--- config.mk ---
export PLATFORM = sky130hd
export DESIGN_NAME = base64url_stream_decoder_top
export DESIGN_NICKNAME = d
export VERILOG_FILES = /design/src/rtl/b64d_pkg.sv /design/src/rtl/b64d_core.sv /design/src/rtl/b64d_outq.sv /design/src/rtl/base64url_stream_decoder_top.sv
export SDC_FILE = /design/constraint.sdc
export NUM_CORES = 1
export LEC_CHECK = 0
export BUFFER_PORTS_ARGS = -buffer_cell sky130_fd_sc_hd__buf_2
export CORE_ASPECT_RATIO = 0.5
export CORE_MARGIN = 4
export CORE_UTILIZATION = 38
export DETAILED_ROUTE_END_ITERATION = 8
export PLACE_DENSITY = 0.64
export SYNTH_ARGS = -nofsm -noshare
export SYNTH_HDL_FRONTEND = slang
export SYNTH_SLANG_ARGS = --single-unit
--- constraint.sdc ---
create_clock -name clk -period 4.8 [get_ports clk]
set_input_delay 0.72 -clock clk [delete_from_list [all_inputs] [get_ports clk]]
set_output_delay 0.72 -clock clk [all_outputs]
set_load 0.01 [all_outputs]
--- src/rtl/b64d_pkg.sv ---
package b64d_pkg;

  // Result status codes
  localparam logic [1:0] ST_DATA     = 2'd0;
  localparam logic [1:0] ST_END      = 2'd1;
  localparam logic [1:0] ST_INVALID  = 2'd2;
  localparam logic [1:0] ST_OVERFLOW = 2'd3;

  // Halt modes of the decoder; the error modes share the error status codes
  localparam logic [1:0] HALT_RUN      = 2'd0;
  localparam logic [1:0] HALT_PAD      = 2'd1;
  localparam logic [1:0] HALT_INVALID  = 2'd2;
  localparam logic [1:0] HALT_OVERFLOW = 2'd3;

  // Character codes with a meaning of their own
  localparam logic [7:0] CH_LF    = 8'h0A;
  localparam logic [7:0] CH_CR    = 8'h0D;
  localparam logic [7:0] CH_SPACE = 8'h20;
  localparam logic [7:0] CH_PAD   = 8'h3D;
  localparam logic [7:0] CH_DASH  = 8'h2D;
  localparam logic [7:0] CH_UNDER = 8'h5F;

  localparam int ACC_W   = 13;
  localparam int PEND_W  = 4;
  localparam int COUNT_OUT_W = 16;

  // One result word as it leaves the block
  typedef struct packed {
    logic [7:0]             byte_value;
    logic [1:0]             status;
    logic [COUNT_OUT_W-1:0] byte_count;
    logic                   final_result;
  } res_t;

  // Results produced by one decoded character
  typedef struct packed {
    logic [1:0] num;
    res_t       r0;
    res_t       r1;
  } push_t;

  // Sextet lookup: bit 6 set for a valid base64url character
  function automatic logic [6:0] sextet_of(input logic [7:0] ch);
    logic [6:0] res;
    res = 7'd0;
    if (ch >= 8'h41 && ch <= 8'h5A) begin
      res = {1'b1, 6'(ch - 8'h41)};
    end else if (ch >= 8'h61 && ch <= 8'h7A) begin
      res = {1'b1, 6'(ch - 8'h61 + 8'd26)};
    end else if (ch >= 8'h30 && ch <= 8'h39) begin
      res = {1'b1, 6'(ch - 8'h30 + 8'd52)};
    end else if (ch == CH_DASH) begin
      res = {1'b1, 6'd62};
    end else if (ch == CH_UNDER) begin
      res = {1'b1, 6'd63};
    end
    return res;
  endfunction

endpackage

--- src/rtl/b64d_core.sv ---
module b64d_core #(
  parameter int COUNT_WIDTH = 16
) (
  input  logic                clk,
  input  logic                rst,
  input  logic                in_valid,
  output logic                in_stall,
  input  logic [7:0]          char_code,
  input  logic                end_of_string,
  input  logic [15:0]         capacity,
  input  logic                room,
  output logic                push,
  output b64d_pkg::push_t     push_data
);

  localparam int CMP_W = (COUNT_WIDTH > 16) ? COUNT_WIDTH : 16;

  // Input register
  logic       ireg_valid;
  logic [7:0] ireg_char;
  logic       ireg_eos;
  logic       fire;

  // Per-string decoding state
  logic [b64d_pkg::ACC_W-1:0]  acc, acc_next;
  logic [b64d_pkg::PEND_W-1:0] pend, pend_next;
  logic [COUNT_WIDTH-1:0]      cnt, cnt_next;
  logic [1:0]                  halt, halt_next;

  // Decode temporaries
  logic [6:0]                  sext;
  logic [b64d_pkg::ACC_W-1:0]  acc_new;
  logic [b64d_pkg::PEND_W-1:0] pend_new;
  logic [b64d_pkg::PEND_W-1:0] shamt;
  logic                        is_skip;
  logic                        over;
  logic                        err_now;
  logic [1:0]                  end_status;
  b64d_pkg::res_t              end_res;

  assign fire     = ireg_valid & room;
  assign in_stall = ireg_valid & ~room;

  // The input register takes a new word whenever its current word moves on
  always_ff @(posedge clk) begin
    if (rst) begin
      ireg_valid <= 1'b0;
    end else if (!in_stall) begin
      ireg_valid <= in_valid;
    end
  end

  always_ff @(posedge clk) begin
    if (!in_stall && in_valid) begin
      ireg_char <= char_code;
      ireg_eos  <= end_of_string;
    end
  end

  // Decode of one character against the current state
  always_comb begin
    acc_next   = acc;
    pend_next  = pend;
    cnt_next   = cnt;
    halt_next  = halt;
    push_data  = '0;
    err_now    = 1'b0;
    end_status = b64d_pkg::ST_END;
    end_res    = '0;
    sext       = b64d_pkg::sextet_of(ireg_char);
    acc_new    = {acc[b64d_pkg::ACC_W-7:0], sext[5:0]};
    pend_new   = pend + 4'd6;
    shamt      = pend_new - 4'd8;
    is_skip    = (ireg_char == b64d_pkg::CH_LF) || (ireg_char == b64d_pkg::CH_CR) ||
                 (ireg_char == b64d_pkg::CH_SPACE);
    over       = (CMP_W'(cnt) >= CMP_W'(capacity)) || (cnt == {COUNT_WIDTH{1'b1}});

    if (halt == b64d_pkg::HALT_RUN && !is_skip) begin
      if (ireg_char == b64d_pkg::CH_PAD) begin
        halt_next = b64d_pkg::HALT_PAD;
      end else if (!sext[6]) begin
        halt_next         = b64d_pkg::HALT_INVALID;
        push_data.r0      = '{8'd0, b64d_pkg::ST_INVALID, 16'(cnt), ireg_eos};
        push_data.num     = 2'd1;
        err_now           = 1'b1;
      end else begin
        acc_next  = acc_new;
        pend_next = pend_new;
        if (pend_new >= 4'd8) begin
          if (over) begin
            halt_next     = b64d_pkg::HALT_OVERFLOW;
            push_data.r0  = '{8'd0, b64d_pkg::ST_OVERFLOW, 16'(cnt), ireg_eos};
            push_data.num = 2'd1;
            err_now       = 1'b1;
          end else begin
            pend_next     = shamt;
            cnt_next      = cnt + 1'b1;
            push_data.r0  = '{8'(acc_new >> shamt), b64d_pkg::ST_DATA,
                              16'(cnt + 1'b1), 1'b0};
            push_data.num = 2'd1;
          end
        end
      end
    end

    // End of string: give the closing result unless an error just closed it
    if (ireg_eos) begin
      if (halt_next == b64d_pkg::HALT_INVALID || halt_next == b64d_pkg::HALT_OVERFLOW) begin
        end_status = halt_next;
      end
      end_res = '{8'd0, end_status, 16'(cnt_next), 1'b1};
      if (!err_now) begin
        if (push_data.num == 2'd0) begin
          push_data.r0 = end_res;
        end else begin
          push_data.r1 = end_res;
        end
        push_data.num = push_data.num + 2'd1;
      end
      acc_next  = '0;
      pend_next = '0;
      cnt_next  = '0;
      halt_next = b64d_pkg::HALT_RUN;
    end
  end

  assign push = fire;

  // State advances only when the decoded word is handed to the queue
  always_ff @(posedge clk) begin
    if (rst) begin
      acc  <= '0;
      pend <= '0;
      cnt  <= '0;
      halt <= b64d_pkg::HALT_RUN;
    end else if (fire) begin
      acc  <= acc_next;
      pend <= pend_next;
      cnt  <= cnt_next;
      halt <= halt_next;
    end
  end

endmodule

--- src/rtl/b64d_outq.sv ---
module b64d_outq (
  input  logic              clk,
  input  logic              rst,
  input  logic              push,
  input  b64d_pkg::push_t   push_data,
  output logic              room,
  output logic              out_valid,
  input  logic              out_stall,
  output b64d_pkg::res_t    out_res
);

  // Four-entry result queue, up to two writes and one read per cycle
  b64d_pkg::res_t mem [4];
  logic [1:0] wptr, rptr;
  logic [2:0] count, count_next;
  logic [1:0] num_in;
  logic       pop;

  assign num_in    = push ? push_data.num : 2'd0;
  assign out_valid = (count != 3'd0);
  assign pop       = out_valid & ~out_stall;
  assign room      = (count <= 3'd2);
  assign out_res   = mem[rptr];

  assign count_next = count + 3'(num_in) - 3'(pop);

  always_ff @(posedge clk) begin
    if (rst) begin
      wptr  <= '0;
      rptr  <= '0;
      count <= '0;
    end else begin
      wptr  <= wptr + num_in;
      rptr  <= rptr + 2'(pop);
      count <= count_next;
    end
  end

  // Result storage
  always_ff @(posedge clk) begin
    if (num_in != 2'd0) begin
      mem[wptr] <= push_data.r0;
    end
    if (num_in == 2'd2) begin
      mem[wptr + 2'd1] <= push_data.r1;
    end
  end

endmodule

--- src/rtl/base64url_stream_decoder_top.sv ---
// Base64url stream decoder.
// Input channel (in_valid / in_stall): one character word per cycle unless
// stalled, with end_of_string set on the last character of a string.
// Output channel (out_valid / out_stall): result words of byte_value,
// status, byte_count and final_result; every string closes with exactly
// one word that has final_result set.
// Configuration channel (cfg_valid / cfg_ready): writes out_capacity, the
// byte limit per string; cfg_ready is always high. Write it only while idle.
// From input acceptance, the input register feeds the decode, which writes
// the four-entry result queue, and the first result word is offered from
// the queue. Throughput is one character per cycle unless in_stall holds it; a
// character that yields two results (a data byte on the last character)
// takes two output words, and the queue absorbs that.
// A stalled receiver fills the queue; once fewer than two entries are free
// the decoder holds its word and in_stall rises.
// Synchronous reset empties the queue, clears the per-string state and sets
// out_capacity to 65535.
module base64url_stream_decoder_top #(
  parameter int COUNT_WIDTH = 16
) (
  input  logic        clk,
  input  logic        rst,
  input  logic        in_valid,
  output logic        in_stall,
  input  logic [7:0]  char_code,
  input  logic        end_of_string,
  output logic        out_valid,
  input  logic        out_stall,
  output logic [7:0]  byte_value,
  output logic [1:0]  status,
  output logic [15:0] byte_count,
  output logic        final_result,
  input  logic        cfg_valid,
  output logic        cfg_ready,
  input  logic [15:0] out_capacity
);

  logic [15:0]     capacity;
  logic            room;
  logic            push;
  b64d_pkg::push_t push_data;
  b64d_pkg::res_t  out_res;

  // Capacity register
  assign cfg_ready = 1'b1;

  always_ff @(posedge clk) begin
    if (rst) begin
      capacity <= 16'hFFFF;
    end else if (cfg_valid && cfg_ready) begin
      capacity <= out_capacity;
    end
  end

  b64d_core #(
    .COUNT_WIDTH (COUNT_WIDTH)
  ) u_core (
    .clk           (clk),
    .rst           (rst),
    .in_valid      (in_valid),
    .in_stall      (in_stall),
    .char_code     (char_code),
    .end_of_string (end_of_string),
    .capacity      (capacity),
    .room          (room),
    .push          (push),
    .push_data     (push_data)
  );

  b64d_outq u_outq (
    .clk       (clk),
    .rst       (rst),
    .push      (push),
    .push_data (push_data),
    .room      (room),
    .out_valid (out_valid),
    .out_stall (out_stall),
    .out_res   (out_res)
  );

  assign byte_value   = out_res.byte_value;
  assign status       = out_res.status;
  assign byte_count   = out_res.byte_count;
  assign final_result = out_res.final_result;

endmodule
==> impl_metrics.yaml, run 1 <==
status:
  status: "completed"
timing:
  worstMarginPinSlew_ns: 0.9284
  fin_crit_ns: 4.433
  fin_setup_tns_ns: 0
  fin_skew_ns: 0.01590
  relSlewSlack: 0.3798
  period_share: 0.9236
  clock.fmax_mhz: 225.6
  hold_slack_ns: 0.4615
  hold_violations: 0
  setup_viol: 0
  slew_violations: 0
  rsz0062_at_grt: "false"
floorplanning:
  rows: 39
  io_pins: 60
  dieHeight_um: 117.4
  die_w_um: 226.7
  start_util: 0.3922
  core_mm2: 0.02318
  dieArea_mm2: 0.02661
synthesis:
  syn_inst: 896
  synth_area_mm2: 0.009091
  syn_area_per_cell_um2: 10.15
  synthFlopType: "edfxtp_1"
  async_flop_share: 0
  synth_fp_nets: 958
  yosysUniqueCellTypes: 78
  ys_ff_latch: 169
  ys_seq_area_frac: 0.4657
  synth_warnings: 0
  synth_edf_count: 85
drt:
  num_vias: 7436
  drtIter0Drc: 938
  vias_per_cell: 5.916
  wirelength_um: 25750
  drtPass1Iterations: 5
  detail-route-antenna-nets: 0
  wl_per_cell_um: 20.48
  drc_errors: 0
grt:
  gr-usage-all-layers: 0.1944
  grt_pass1_wl_um: 40800
  antenna_found_initial: 1
  grt_pass1_vias: 7134
  grt_max_degree: 34
  overflow: 0
power_and_ir_drop:
  p_per_area_mw_per_mm2: 370.2
  power_leakage_nw: 3.596
  ir_worst_vdd_uv: 219.2
setup_path:
  r2r_cells: 15
  crit_path_frequent_cell: "ha_1"
  startpoint_type: "flop"
  crit_chain: "inv_1 -> ha_1 -> nor2b_1 -> o211ai_1 -> a31o_2 -> o21ai_4 -> nand2_1 -> inv_2 -> o21ai_0 -> ha_1 -> o31ai_2 -> or3_1 -> buf_4 -> and2_1 -> nor2_1"
  crit_path_end_kind: "flop"
  slowest_delay_ns: 0.51
  r2r_slack_ns: 0.37
  slowest_stage: "edfxtp_1"
  cp.required_ns: 4.97
  critPathMaxFanout: 33
  criticalPathCategory: "flop to flop"
  arrival_ns: 4.61
  r2r_end: "u_outq.mem[1][2]"
  r2r_start: "u_core.ireg_char[2]"
finish:
  nets: 999
  drive_gt1_frac: 0.1842
  seqCellArea_mm2: 0.004235
  fill_cells: 2148
  multi_input_area_mm2: 0.004483
  syn_to_final_growth_pct: 13.34
  antennaDiodeCount: 0
worst_hold_path:
  hold_path_end: "u_core.ireg_char[5]"
  hold_depth: 1
  hp-start: "char_code[5]"
  hold_path.class: "input port to flop"
cts:
  clk_latency_ns: 0.44
  root_buffer: "clkbuf_16"
  clkTransAtPathRegs_ns: 0.08
  cts_setup_buffers: 0
  clockBufferDepth: 2
  cts_made_buffers: 17
  htreeDepth: 4
  cts_tree: "done"
  numClockSinks: 169
placement:
  gp_congestion: 0.8968
  io_buffer_count: 58
  hpwlAfterDp_um: 18120
job:
  drv_cap: 0
-- state kept, by name, indices dropped and copies added (netlist names) --
register / cells
u_outq.wptr: 2
u_core.acc: 7
capacity: 16
u_core.ireg_eos: 1
u_core.ireg_valid: 1
u_core.ireg_char: 8
u_core.halt: 2
u_core.pend: 3
u_core.cnt: 16
u_outq.rptr: 2
u_outq.mem: 108
u_outq.count: 3
-- cell usage in the layout (no fill, tap or decap), types with 10 or more instances in the layout --
| cell | instances |
|---|---|
| a21oi_1 | 37 |
| a22oi_1 | 10 |
| a31oi_1 | 13 |
| buf_2 | 58 |
| buf_4 | 22 |
| clkbuf_16 | 17 |
| dfxtp_1 | 83 |
| edfxtp_1 | 85 |
| ha_1 | 31 |
| inv_1 | 34 |
| mux4_2 | 31 |
| nand2_1 | 70 |
| nand3_1 | 44 |
| nor2_1 | 76 |
| nor3_1 | 16 |
| o211ai_1 | 23 |
| o21ai_0 | 66 |
| o22ai_1 | 47 |
| or3_1 | 12 |
| xnor2_1 | 16 |
-- cells in the mapped netlist, drive strengths merged (5+ instances only) --
cell type | n | share of area
edfxtp | 85 | 0.28
dfxtp | 84 | 0.18
nor2 | 77 | 0.032
nand2 | 70 | 0.029
o21ai | 70 | 0.040
o22ai | 48 | 0.034
nand3 | 45 | 0.025
a21oi | 38 | 0.021
inv | 35 | 0.014
clkbuf | 34 | 0.014
ha | 31 | 0.043
mux4 | 31 | 0.077
buf | 25 | 0.014
o211ai | 23 | 0.019
nor3 | 20 | 0.013
xnor2 | 16 | 0.015
a31oi | 13 | 0.0089
or3 | 12 | 0.0083
a22oi | 10 | 0.0083
and2 | 9 | 0.0067
a32o | 8 | 0.0088
nand2b | 8 | 0.0055
mux2i | 7 | 0.0077
nor2b | 7 | 0.0048
a21o | 5 | 0.0041
a31o | 5 | 0.0048
and3 | 5 | 0.0040
nand4 | 5 | 0.0034
o21a | 5 | 0.0041
or4 | 5 | 0.0045
xor2 | 5 | 0.0048
-- per-layer routing --
layer | routed length (um) | global-route usage | up-vias
met5 | 7 | 0 | -
li1 | - | - | 3478
met4 | 376 | 0.05281 | 2
met3 | 2116 | 0.04294 | 35
met2 | 11170 | 0.2814 | 319
met1 | 12070 | 0.2926 | 3602
-- how the worst max path moves through the flow --
stage                              startpoint          endpoint  slack, ns  depth (start not counted)
after floorplan           u_core.ireg_char[1]  u_outq.mem[3][0]       0.66                         14
after global placement    u_core.ireg_char[2]  u_outq.mem[1][2]       0.47                         15
after detailed placement  u_core.ireg_char[2]  u_outq.mem[1][2]       0.31                         15
after CTS                 u_core.ireg_char[2]  u_outq.mem[1][2]       0.30                         15
after global routing      u_core.ireg_char[2]  u_outq.mem[1][2]       0.07                         15
final                     u_core.ireg_char[2]  u_outq.mem[1][2]       0.37                         15
-- critical path, delay by kind of cell, from the launching register on --
kind,cells,cell delay [ns]
AOI/OAI and AO/OA,5,1.33
and+or+nand+nor,5,0.86
buffers and inverters,3,0.83
adders and majority gates,2,0.63
DFF,1,0.51
-- power by group --
group	internal (mW)	leakage, nW	switching (mW)	total [mW]
combinational	0.327	1.82	0.451	0.778
sequential	1.58	1.49	0.0744	1.66
clock	0.704	0.292	0.674	1.38
total	2.62	3.60	1.20	3.81
-- layout make-up --
cell class / instances / area share
clock buffer: 17 / 0.04129
clock inverter: 15 / 0.01639
inverter: 35 / 0.01275
multi-input combinational: 633 / 0.4351
sequential: 169 / 0.4111
tap: 307 / 0.03728
timing repair buffer: 81 / 0.04614
-- through the flow --
step | worst slack, ns | utilization | instance area, um^2 | total power, mW | instances
floorplan | 0.6648 | - | 9091 | 2.216 | 896
detailed placement | 0.3084 | 0.4187 | 9704 | 2.466 | 1225
CTS | 0.3009 | 0.4443 | 10300 | 3.839 | 1257
finish | 0.3665 | 0.4445 | 10300 | 3.814 | 1257
global placement | 0.4654 | 0.4187 | 9704 | 2.460 | 1225
global route | 0.06935 | 0.4445 | 10300 | 3.989 | 1257
-- cells by family (layout without fill, tap and decap cells) --
kind of cell               Yosys count  count (layout)  synth area share
AOI/OAI and AO/OA                  258             258            0.1857
xor gates and xnor gates            21              21           0.02023
adders and majority gates           32              32           0.04487
buffers and inverters               94             148           0.04225
DFF                                169             169            0.4657
muxes                               42              42           0.08946
other                                1               1         0.0004125
and+or+nand+nor                    279             279            0.1514
-- timing repair --
action | 4_1_cts | 5_1_grt
setup endpoints to repair | 0 | 34
gates resized for setup | 0 | 1
hold buffers | 0 | 0
(Power assumes the default switching activity.)
==> inputs of run 2 (changes only) <==
--- a/config.mk
+++ b/config.mk
@@ -5,6 +5,7 @@
 export SDC_FILE = /design/constraint.sdc
 export NUM_CORES = 1
 export LEC_CHECK = 0
+export ABC_AREA = 1
 export BUFFER_PORTS_ARGS = -buffer_cell sky130_fd_sc_hd__buf_2
 export CORE_ASPECT_RATIO = 0.5
 export CORE_MARGIN = 4
==> impl_metrics.yaml, run 2 <==
finish:
  top_register: "u_outq.mem"
  multi_input_area_mm2: 0.004747
  drive_gt1_frac: 0.1025
  largest_reg_flops: 108
  antennaDiodeCount: 0
  syn_to_final_growth_pct: 12.28
  layout_commonest_cell: "nand2_1"
  fill_cells: 2393
  reg.largest.list: "u_outq.mem: 108 flops, capacity: 16 flops, u_core.cnt: 16 flops"
  layout_common_cells: "nand2_1 (371), o21ai_0 (146), nor2_1 (107)"
  seqCellArea_mm2: 0.004234
  nets: 1395
cts:
  cts_hold_buffers: 0
  numClockSinks: 169
  cts_tree: "done"
  clk_latency_ns: 0.44
  cts_made_buffers: 17
  root_buffer: "clkbuf_16"
  cts_setup_buffers: 0
  clockBufferDepth: 2
  clkTransAtPathRegs_ns: 0.07
  cts-resized-gates: 0
  htreeDepth: 4
setup_path:
  arrival_ns: 4.34
  slowest_delay_ns: 0.45
  r2r_start: "u_core.cnt[0]"
  endpoint: "u_outq.mem[3][6]"
  worst-path-buf-inv: 7
  crit_chain: "ha_1 -> nand2_1 -> nor2_1 -> nand3_1 -> nor2_1 -> nor2_1 -> nand2_1 -> inv_2 -> nand2_2 -> inv_2 -> nor2_1 -> inv_1 -> ha_1 -> o21ai_0 -> nand2_1 -> inv_1 -> nand2_1 -> inv_1 -> nor2_2 -> inv_1 -> buf_4"
  r2r_slack_ns: 0.57
  r2r_cells: 21
  slowest_stage: "dfxtp_1"
  cp.required_ns: 4.91
  crit_path_end_kind: "flop"
  startpoint_type: "flop"
  criticalPathCategory: "flop to flop"
  critPathMaxFanout: 19
  r2r_end: "u_outq.mem[3][6]"
  cp.depth: 21
  worstSetupStartpoint: "u_core.cnt[0]"
  critical-path-top-delay-family: "simple AND/OR/NAND/NOR gates"
synthesis:
  syn_inst: 1299
  synthFlopType: "edfxtp_1"
  yosysUniqueCellTypes: 47
  syn_area_per_cell_um2: 7.458
  synth_warnings: 0
  synth_fp_nets: 1361
  synth_top_area_cell: "edfxtp_1"
  synth_edf_count: 85
  synth_area_mm2: 0.009688
  ys_ff_latch: 169
  ys_top_cells_by_area: "edfxtp_1 (26%), dfxtp_1 (17%), nand2_1 (14%)"
  synth_commonest_cells: "nand2_1 (371), o21ai_0 (146), nor2_1 (107), nand3_1 (105), inv_1 (93)"
  yosysMostFrequentCell: "nand2_1"
  async_flop_share: 0
  synth_top_area_share: 0.2635
  ys_seq_area_frac: 0.4370
floorplanning:
  core_mm2: 0.02452
  start_util: 0.3951
  dieHeight_um: 120.9
  io_pins: 60
  die_w_um: 233.8
  dieArea_mm2: 0.02827
  rows: 40
timing:
  hold_slack_ns: 0.4577
  setup_viol: 0
  fin_crit_ns: 4.232
  rsz0062_at_grt: "false"
  clock.fmax_mhz: 236.3
  hold_violations: 0
  fin_setup_tns_ns: 0
  relSlewSlack: 0.2049
  fin_skew_ns: 0.01002
  worstMarginPinSlew_ns: 1.182
  period_share: 0.8816
  slew_violations: 0
placement:
  io_buffer_count: 58
  hpwlAfterDp_um: 19680
  gp_congestion: 0.8966
grt:
  grt_max_degree: 56
  grt_pass1_wl_um: 45350
  overflow: 0
  use_met2: 0.2940
  grt_pass1_vias: 8393
  grt-busiest-layer: "met1"
  gr-usage-all-layers: 0.2034
  met3_usage: 0.05558
  antenna_found_initial: 0
  grt_util_met1: 0.2981
drt:
  drtIter0Drc: 1113
  detail-route-antenna-nets: 0
  num_vias: 9026
  drc_errors: 0
  wirelength_um: 28280
  vias_per_cell: 5.366
  wl_per_cell_um: 16.81
  drtPass1Iterations: 6
power_and_ir_drop:
  power_leakage_nw: 4.529
  p_per_area_mw_per_mm2: 400.9
  ir_worst_vdd_uv: 203.9
job:
  drv_cap: 0
worst_hold_path:
  hold_path.class: "flop to flop"
status:
  status: "completed"
-- run 2: power by group --
group / total, mW / internal [mW] / switching [mW]
combinational: 1.20 / 0.361 / 0.842
sequential: 1.65 / 1.60 / 0.0481
clock: 1.51 / 0.897 / 0.608
-- run 2: metal layers --
metal	wire (um)	vias up
met5	0	-
met4	421	0
met3	2614	37
met2	11710	382
met1	13540	4181
li1	-	4426
-- run 2: cell families after synthesis --
logic type | share of synthesized area
simple gates | 0.2735
compound gates | 0.1586
buf+inv | 0.07297
flops | 0.4370
fa+ha+maj | 0.04210
xor+xnor | 0.01537
other cells | 0.0003871
-- run 2: layout make-up --
type | count | area share
Clock inverter | 12 | 0.01760
Sequential cell | 169 | 0.3892
Tap cell | 336 | 0.03865
Timing Repair Buffer | 74 | 0.03773
Clock buffer | 20 | 0.04106
Inverter | 110 | 0.03934
Multi-Input combinational cell | 961 | 0.4364
-- run 2: worst reg2reg max path, delay by kind of cell, from the launching register on --
family          cells  cell delay [ns]
buf+inv             7             0.97
simple gates       11             1.58
compound gates      1             0.38
flops               1             0.45
fa+ha+maj           2             0.51
-- run 2: how the worst min path moves through the flow --
stage,startpoint,end,slack (ns),depth (start not counted)
after floorplan,u_outq.mem[3][21],u_outq.mem[3][21],0.42,2
after global placement,u_outq.mem[3][26],u_outq.mem[3][26],0.43,2
after detailed placement,u_outq.mem[3][26],u_outq.mem[3][26],0.44,2
after CTS,char_code[0],u_core.ireg_char[0],0.44,1
after global routing,char_code[7],u_core.ireg_char[7],0.44,1
final,u_outq.mem[3][26],u_outq.mem[3][26],0.46,2
-- run 2: metrics by stage --
step	utilization	instance area [um^2]	power [mW]	setup slack [ns]	instances
CTS	0.4436	10880	4.377	0.5829	1682
global placement	0.4176	10240	2.863	0.6765	1650
global route	0.4436	10880	4.580	0.1125	1682
detailed placement	0.4176	10240	2.874	0.5976	1650
finish	0.4436	10880	4.361	0.5682	1682
floorplan	-	9688	2.446	0.9617	1299
